$ cat config.mk
export PLATFORM = sky130hd
export DESIGN_NAME = rmsn_step_unit
export DESIGN_NICKNAME = d
export VERILOG_FILES = /design/src/rtl/core/rmsn_pkg.sv /design/src/rtl/core/rmsn_step_unit.sv
export SDC_FILE = /design/constraint.sdc
export NUM_CORES = 1
export LEC_CHECK = 0
export BUFFER_PORTS_ARGS = -buffer_cell sky130_fd_sc_hd__buf_2
export CAP_MARGIN = 20
export CORE_AREA = 4 4 81 83
export DETAILED_ROUTE_END_ITERATION = 8
export DIE_AREA = 0 0 85 87
export PLACE_DENSITY_LB_ADDON = 0.1
export SLEW_MARGIN = 40
export SYNTH_ARGS = -nofsm -noshare
export SYNTH_HDL_FRONTEND = slang
export SYNTH_SLANG_ARGS = --single-unit
$ cat constraint.sdc
create_clock -name vclk -period 3.74
set_input_delay 0 -clock vclk [all_inputs]
set_output_delay 0 -clock vclk [all_outputs]
set_load 0.005 [all_outputs]
$ cat src/rtl/core/rmsn_pkg.sv
// Shared constants, types and state codes of the RMS normalizer.
`default_nettype none

package rmsn_pkg;

	localparam int MAX_LEN = 4096;

	localparam int DATA_W  = 16;
	localparam int EPS_W   = 16;
	localparam int ADDR_W  = (MAX_LEN > 1) ? $clog2(MAX_LEN) : 1;
	localparam int CNT_W   = $clog2(MAX_LEN + 1);
	localparam int SQ_W    = 2 * DATA_W;
	// A square of a Q8.8 value is at most 2^30, so the sum needs 30 bits plus the count width.
	localparam int SUM_W   = 30 + CNT_W;
	localparam int MS_W    = 32;
	localparam int ROOT_W  = MS_W / 2;
	localparam int RECIP_W = 31;
	localparam int PROD_W  = SQ_W + RECIP_W;
	localparam int SHIFT_OUT = 36;
	localparam int Y_W     = PROD_W - SHIFT_OUT;
	localparam int UNIT_W  = (CNT_W + 1 > ROOT_W + 3) ? CNT_W + 1 : ROOT_W + 3;
	localparam int STEP_W  = $clog2(SUM_W);

	localparam int DIV_STEPS   = SUM_W;
	localparam int SQRT_STEPS  = ROOT_W;
	localparam int RECIP_STEPS = RECIP_W;

	localparam logic [RECIP_W-1:0] RECIP_NUM = RECIP_W'(1) << 30;

	localparam logic ACT_SAMPLE = 1'b0;
	localparam logic ACT_WEIGHT = 1'b1;

	typedef enum logic [3:0] {
		ST_IDLE,
		ST_SKIP,
		ST_MUL1,
		ST_ACCUM,
		ST_DIV,
		ST_MS,
		ST_SQRT,
		ST_RDIV,
		ST_MUL2,
		ST_SAT
	} state_t;

	typedef enum logic {
		UNIT_DIV,
		UNIT_SQRT
	} unit_mode_t;

	typedef struct packed {
		logic [UNIT_W-1:0] rem;
		logic [SUM_W-1:0]  acc;
		logic [ROOT_W-1:0] root;
	} unit_regs_t;

endpackage

`default_nettype wire

$ cat src/rtl/core/rmsn_step_unit.sv
// Shared shift, compare and subtract step for long division and integer square root.
`default_nettype none

module rmsn_step_unit
	import rmsn_pkg::*;
(
	input  unit_mode_t        mode,
	input  unit_regs_t        cur,
	input  logic [UNIT_W-1:0] divisor,
	output unit_regs_t        nxt
);

	logic [UNIT_W-1:0] shifted;
	logic [UNIT_W-1:0] trial;
	logic [UNIT_W-1:0] diff;
	logic              ge;

	always_comb begin
		shifted = '0;
		trial   = '0;
		case (mode)
			UNIT_DIV: begin
				shifted = {cur.rem[UNIT_W-2:0], cur.acc[SUM_W-1]};
				trial   = divisor;
			end
			UNIT_SQRT: begin
				// Two radicand bits per step; the trial value is 4*root + 1.
				shifted = {cur.rem[UNIT_W-3:0], cur.acc[SUM_W-1 -: 2]};
				trial   = UNIT_W'({cur.root, 2'b01});
			end
			default: begin
				shifted = '0;
				trial   = '0;
			end
		endcase

		ge   = (shifted >= trial);
		diff = shifted - trial;

		nxt.rem  = ge ? diff : shifted;
		nxt.acc  = cur.acc;
		nxt.root = cur.root;
		case (mode)
			UNIT_DIV: begin
				nxt.acc = {cur.acc[SUM_W-2:0], ge};
			end
			UNIT_SQRT: begin
				nxt.acc  = {cur.acc[SUM_W-3:0], 2'b00};
				nxt.root = {cur.root[ROOT_W-2:0], ge};
			end
			default: begin
				nxt.acc = cur.acc;
			end
		endcase
	end

endmodule

`default_nettype wire

==> Flow_metrics.wiki, run 1 <==
{| class="wikitable"
! Metric !! Value
|-
| Setup total negative slack || 0 ns
|-
| Violation count after the first detailed-routing iteration || 59
|-
| Antenna diode count || 0
|-
| Full die area || 0.007395 mm2
|-
| Layout fillers || 577
|-
| Post-CTS Resized || 0
|-
| Highest clock rate || 313.4 MHz
|-
| Biggest fanout along the worst timing path || 38
|-
| Class of the tightest hold or removal check || primary input to output pin
|-
| Final Net Count || 582
|-
| IO buf count || 175
|-
| Hold violation total from the final report || 0
|-
| # Max-Cap Violations || 0
|-
| Instance count of the mapped netlist || 297
|-
| Initial antenna violation count || 0
|-
| Aggregate global routing overflow || 0
|-
| Run status || complete, no violations
|-
| Post-synth net total || 415
|-
| Max-slew violation count || 0
|-
| Relative slew slack || 0.6289
|-
| Number of global-route vias before repair || 2736
|-
| Largest net degree at the start of global routing || 39
|-
| Number of buffers added for setup after CTS || 0
|-
| Hold-fix buffers, CTS || 0
|-
| Final Critical Period || 3.191 ns
|-
| Core box area || 0.005851 mm2
|-
| Avg Inst Size Synth || 8.442 um2
|-
| Residual DRC || 0
|-
| Slew of the pin with the lowest slew margin || 0.5567 ns
|-
| Proportion of layout cells with a drive suffix above 1 || 0.6169
|-
| Chip Height || 87 um
|-
| Final period util || 0.8533
|-
| Min setup slack post-route || 0.5487 ns
|-
| Number of sequential storage elements || 0
|-
| Critical path data arrival time || 3.19 ns
|-
| Placed wire-length estimate || 7289 um
|-
| Initial cell density of the core || 0.4286
|-
| Count of vias placed by the detailed router || 2899
|-
| RD Place Congestion || 0.8369
|-
| Number of search-and-repair iterations in the first detailed-routing pass || 4
|-
| Number of top-level design ports || 176
|-
| Power density over the cells || 197.9 mW/mm2
|-
| Total leakage power || 0.001729 uW
|-
| Max VDD drop || 0.0001105 V
|-
| Sum of internal, switching and leakage power || 681.2 uW
|-
| Unrepaired setup endpoints after global routing || no
|-
| Critical path data required time || 3.74 ns
|-
| Critical setup path kind || primary input to output pin
|-
| Final setup violation count || 0
|-
| Syn-to-layout area delta || 37.28%
|-
| Critical path endpoint category || output pin
|-
| Library cells used by synthesis || 51
|-
| Count of clock buffers in the final design || 0
|-
| Die Width || 85 um
|-
| Pre-CTS setup slack || 0.4909 ns
|-
| First-pass GRT wire length || 13430 um
|-
| Startpoint type of the worst setup path || primary input
|-
| DR WL/cell || 15.89 um
|-
| Wire length after detailed routing || 8533 um
|-
| Count of antenna-violating nets left after detailed routing || 0
|-
| Via count normalized by instance count || 5.399
|-
| FP Rows || 28
|-
| Total standard cell area after synthesis || 0.002507 mm2
|-
| Part of the Yosys area used for sequential elements || 0
|-
| Number of warnings reported in the yosys synthesis log || 0
|-
| Total routing usage reported by global routing || 0.2099
|-
| Register area || 0 um2
|}
==> synth_stat cells, drive strengths merged <==
library cell,n,share of area
nor2,15,0.022
a21oi,16,0.036
o211ai,5,0.015
a211oi,6,0.020
o41ai,1,0.0035
nand2,8,0.012
clkbuf,4,0.0060
a21boi,3,0.0090
a311oi,1,0.010
xnor2,3,0.010
a21o,6,0.018
inv,6,0.0090
buf,15,0.036
or4,2,0.0075
a31oi,1,0.0025
xor2,8,0.028
ha,19,0.095
and4,1,0.0035
o21bai,1,0.0030
mux2i,20,0.080
o211a,2,0.0080
and3b,2,0.0070
fa,1,0.0080
nand2b,3,0.0075
o21ai,22,0.057
and3,3,0.0095
nand3,19,0.043
nor4,1,0.0085
nor3,4,0.012
o22ai,2,0.0050
o31a,1,0.0035
o31ai,5,0.023
nand4,1,0.0025
and2,2,0.0050
a32o,1,0.0040
mux2,75,0.34
o21a,3,0.0090
or2,3,0.0075
nor3b,1,0.0030
nor2b,5,0.012
==> through the flow <==
step           hold WS, ns  cell area [um2]  cells    util
2_1_floorplan       0.1169             2507    297       -
3_3_place_gp        0.3051             3442    537  0.5883
3_5_place_dp        0.3095             3442    537  0.5883
4_1_cts             0.3116             3442    537  0.5883
5_1_grt             0.3239             3442    537  0.5883
6_report            0.3088             3442    537  0.5883
==> cell families (layout without fill, tap and decap cells) <==
kind of cell / after synthesis / count (layout) / synth area share
multiplexers: 95 / 95 / 0.4167
AO/OA/AOI/OAI: 76 / 76 / 0.2276
AND/OR/NAND/NOR: 70 / 70 / 0.1637
buffers and inverters: 25 / 190 / 0.05089
adder cells (fa/ha/maj): 20 / 20 / 0.1028
XOR/XNOR: 11 / 11 / 0.03843
==> worst paths after layout <==
check | from | end | slack (ns) | depth (start not counted)
setup / recovery | mode | nxt[60] | 0.55 | 12
hold / removal | cur[44] | nxt[46] | 0.31 | 3
==> final cells by class <==
| class | count | area [um2] | share of cell area |
|---|---|---|---|
| inverters | 6 | 22.52 | 0.006543 |
| multi-input cells | 272 | 2380 | 0.6914 |
| repair buffers | 184 | 945.9 | 0.2748 |
| well taps | 75 | 93.84 | 0.02726 |
==> layout by cell type (no fill, tap or decap), types with 9 or more instances in the layout <==
cell type  netlist  final
a21oi_1         13     13
buf_2            3    174
buf_4            0     10
ha_1            19     19
mux2_2          75     75
mux2i_1         20     20
nand3_1         18     18
nor2_1          15     15
o21ai_0         12     12
o21ai_2          9      9
==> layer usage <==
metal / global-route usage / up-vias / share of wire
met1: 0.2741 / 1341 / 0.43
met2: 0.3955 / 76 / 0.52
met5: 0 / - / 0
li1: - / 1478 / -
met4: 0.007194 / 0 / 0.0049
met3: 0.01514 / 4 / 0.047
==> critical path, cell delays in order <==
cell     delay, ns
buf_4         0.41
buf_4         0.34
mux2i_1       0.24
ha_1          0.33
a21oi_2       0.17
o21ai_1       0.10
o31a_1        0.32
nor3_4        0.17
and2_1        0.43
buf_4         0.29
mux2i_1       0.24
buf_2         0.14
==> where the power goes <==
part           leakage, uW  internal [uW]  switching, uW  total [uW]
sequential               0              0              0           0
combinational      0.00173            335            346         681
clock                    0              0              0           0
Power figures use the tool's default switching activity.
==> run 2, diff against run 1 <==
--- a/config.mk
+++ b/config.mk
@@ -5,12 +5,13 @@
 export SDC_FILE = /design/constraint.sdc
 export NUM_CORES = 1
 export LEC_CHECK = 0
+export ABC_AREA = 1
 export BUFFER_PORTS_ARGS = -buffer_cell sky130_fd_sc_hd__buf_2
 export CAP_MARGIN = 20
-export CORE_AREA = 4 4 81 83
+export CORE_AREA = 4 4 82 84
 export DETAILED_ROUTE_END_ITERATION = 8
-export DIE_AREA = 0 0 85 87
-export PLACE_DENSITY_LB_ADDON = 0.1
+export DIE_AREA = 0 0 86 88
+export PLACE_DENSITY = 0.91
 export SLEW_MARGIN = 40
 export SYNTH_ARGS = -nofsm -noshare
 export SYNTH_HDL_FRONTEND = slang
==> Flow_metrics.wiki, run 2 <==
{| class="wikitable"
! Metric !! Value
|-
| Core box area || 0.005921 mm2 (+1.2%)
|-
| Die Width || 86 um (+1.2%)
|-
| Syn-to-layout area delta || 33.80%
|-
| Part of the Yosys area used for sequential elements || 0 (unchanged)
|-
| Max VDD drop || 0.0001017 V (-7.9%)
|-
| IO buf count || 175 (unchanged)
|-
| Avg Inst Size Synth || 4.782 um2 (-43%)
|-
| Proportion of layout cells with a drive suffix above 1 || 0.2839 (-0.3330)
|-
| Highest clock rate || 348.9 MHz (+11%)
|-
| Total standard cell area after synthesis || 0.002606 mm2 (+3.9%)
|-
| Main combinational cell family by area after synthesis || simple AND/OR/NAND/NOR gates
|-
| Instance count of the mapped netlist || 545 (+84%)
|-
| Commonest cells in the synthesized netlist || nand2_1 (247), inv_1 (69), o21ai_0 (55)
|-
| Library cell occupying the most area in the post-synthesis netlist || nand2_1
|-
| Final Critical Period || 2.866 ns (-0.3253 ns)
|-
| Compound-Gate Fraction of Synth Area || 0.1834 (-0.04416)
|-
| Hold-fix buffers, CTS || 0 (unchanged)
|-
| Hold violation total from the final report || 0 (unchanged)
|-
| Top cells by area, synth || nand2_1 (36%), o21ai_0 (11%), inv_1 (9.9%)
|-
| XOR/XNOR Fraction of Synth Area || 0.03024 (-0.008178)
|-
| Final Net Count || 821 (+41%)
|-
| Full die area || 0.007568 mm2 (+2.3%)
|-
| Critical path data arrival time || 2.87 ns (-0.32 ns)
|-
| Simple-gate share of the synthesized area || 0.5425 (+0.3788)
|-
| Most frequent standard cell in the layout excluding fill and tap cells || nand2_1
|-
| Largest net degree at the start of global routing || 85 (+120%)
|-
| Initial cell density of the core || 0.4402 (+0.01162)
|-
| Count of vias placed by the detailed router || 3937 (+36%)
|-
| Chip Height || 88 um (+1.1%)
|-
| Slew of the pin with the lowest slew margin || 0.8053 ns (+0.2486 ns)
|-
| Initial antenna violation count || 0 (unchanged)
|-
| Biggest fanout along the worst timing path || 84 (+120%)
|-
| DR WL/cell || 13.84 um (-13%)
|-
| Unrepaired setup endpoints after global routing || no
|-
| Critical path endpoint category || output pin
|-
| Layout fillers || 635 (+10%)
|-
| Class of the tightest hold or removal check || primary input to output pin
|-
| Via count normalized by instance count || 5.073 (-6.0%)
|-
| Startpoint type of the worst setup path || primary input
|-
| Final period util || 0.7663 (-0.08699)
|-
| First-pass GRT wire length || 16470 um (+23%)
|-
| Power density over the cells || 195.7 mW/mm2 (-1.1%)
|-
| Placed wire-length estimate || 9235 um (+27%)
|-
| Aggregate global routing overflow || 0 (unchanged)
|-
| Critical setup path kind || primary input to output pin
|-
| Number of buffers added for setup after CTS || 0 (unchanged)
|-
| Number of sequential storage elements || 0 (unchanged)
|-
| Number of global-route vias before repair || 3565 (+30%)
|-
| Violation count after the first detailed-routing iteration || 258 (+340%)
|-
| Number of warnings reported in the yosys synthesis log || 0 (unchanged)
|-
| Total routing usage reported by global routing || 0.2614 (+0.05152)
|-
| Antenna diode count || 0 (unchanged)
|-
| Number of instances on the worst hold path || 4 (+1)
|-
| Count of clock buffers in the final design || 0 (unchanged)
|-
| Multiplexer share of the synthesized area || 0 (-0.4167)
|-
| Fraction of synthesized cell area taken by the top area cell type || 0.3557 (+0.01891)
|-
| Wire length after detailed routing || 10740 um (+26%)
|-
| Sink of the worst hold path || nxt[3]
|-
| RD Place Congestion || 0.9832 (+17%)
|-
| # Max-Cap Violations || 0 (unchanged)
|-
| Post-synth net total || 663 (+60%)
|-
| Critical path data required time || 3.74 ns (about the same)
|-
| Setup total negative slack || 0 ns (unchanged)
|-
| Launch point of the worst hold path || cur[3]
|-
| Total leakage power || 0.002260 uW (+31%)
|-
| Number of search-and-repair iterations in the first detailed-routing pass || 5 (+1)
|-
| Max-slew violation count || 0 (unchanged)
|-
| Post-synthesis adder-cell area fraction || 0.09890 (-0.003899)
|-
| Most used standard cell by instance count after synthesis || nand2_1
|-
| Count of antenna-violating nets left after detailed routing || 0 (unchanged)
|-
| Final setup violation count || 0 (unchanged)
|-
| Residual DRC || 0 (unchanged)
|-
| Commonest cells after routing, fill and taps aside || nand2_1 (247), buf_2 (175), inv_1 (69)
|-
| Relative slew slack || 0.4626 (-0.1663)
|-
| Util after Layout || 0.5890 (+0.0006460)
|-
| Post-CTS Resized || 0 (unchanged)
|-
| Library cells used by synthesis || 29 (-43%)
|-
| Number of top-level design ports || 176 (unchanged)
|-
| FP Rows || 28 (unchanged)
|-
| Run status || complete, no violations
|-
| Register area || 0 um2 (unchanged)
|}
==> run 2: cell count changes after synthesis, moves of 6 or more <==
cell and delta:
nand2_1 +239, mux2_2 -75, inv_1 +63, o21ai_0 +43, nand3_1 +22, mux2i_1 -20, a21boi_0 +12, o21ai_2 -9
clkbuf_1 +8, nor2_1 +8, nand3b_1 +7, buf_1 -6, nand2_2 +6
==> run 2: cell type report <==
| type | count | area [um2] | share of cell area |
|---|---|---|---|
| Tap cell | 75 | 93.84 | 0.02691 |
| Multi-Input combinational cell | 452 | 2228 | 0.6390 |
| Timing Repair Buffer | 178 | 898.4 | 0.2576 |
| Inverter | 71 | 266.5 | 0.07643 |
==> run 2: how the worst max path moves through the flow <==
stage	start	slack, ns	end
finish	mode	0.87	nxt[67]
global route	mode	0.59	nxt[67]
CTS	mode	0.94	nxt[68]
detailed placement	mode	0.94	nxt[68]
global placement	mode	0.97	nxt[61]
floorplan	mode	1.73	nxt[74]
==> run 2: layer usage <==
metal / part of all wire / GRT usage
met5: 0 / 0
met1: 0.42 / 0.3524
met2: 0.46 / 0.4471
met3: 0.087 / 0.02728
met4: 0.023 / 0.06043
==> run 2: per-stage QoR <==
step / hold slack (ns) / std cells / setup slack [ns] / power [uW] / area, um2
after floorplan: 0.06694 / 545 / 1.733 / 426.1 / 2606
after global placement: 0.2698 / 776 / 0.9694 / 666.9 / 3487
after detailed placement: 0.2724 / 776 / 0.9410 / 674.6 / 3487
after CTS: 0.2740 / 776 / 0.9395 / 678.3 / 3487
after global routing: 0.2942 / 776 / 0.5930 / 769.7 / 3487
final: 0.2732 / 776 / 0.8740 / 682.5 / 3487
==> run 2: cells by family (layout without fill, tap and decap cells) <==
kind of cell	Yosys count	count (layout)
simple gates	338	338
buf+inv	93	249
compound gates	85	85
xor+xnor	9	9
fa+ha+maj	20	20
==> run 2: where the power goes <==
group	internal, uW	switching [uW]	total [uW]
clock	0	0	0
combinational	272	411	683
sequential	0	0	0
==> run 2: critical path: stages <==
cell      delay, ns
buf_2          0.09
buf_4          0.56
nand2_1        0.19
a21boi_0       0.19
ha_1           0.42
nand2_1        0.16
nor2_1         0.08
nand2_2        0.09
nor2_1         0.06
nor2_2         0.61
nand3_1        0.15
nand2_1        0.11
buf_2          0.11
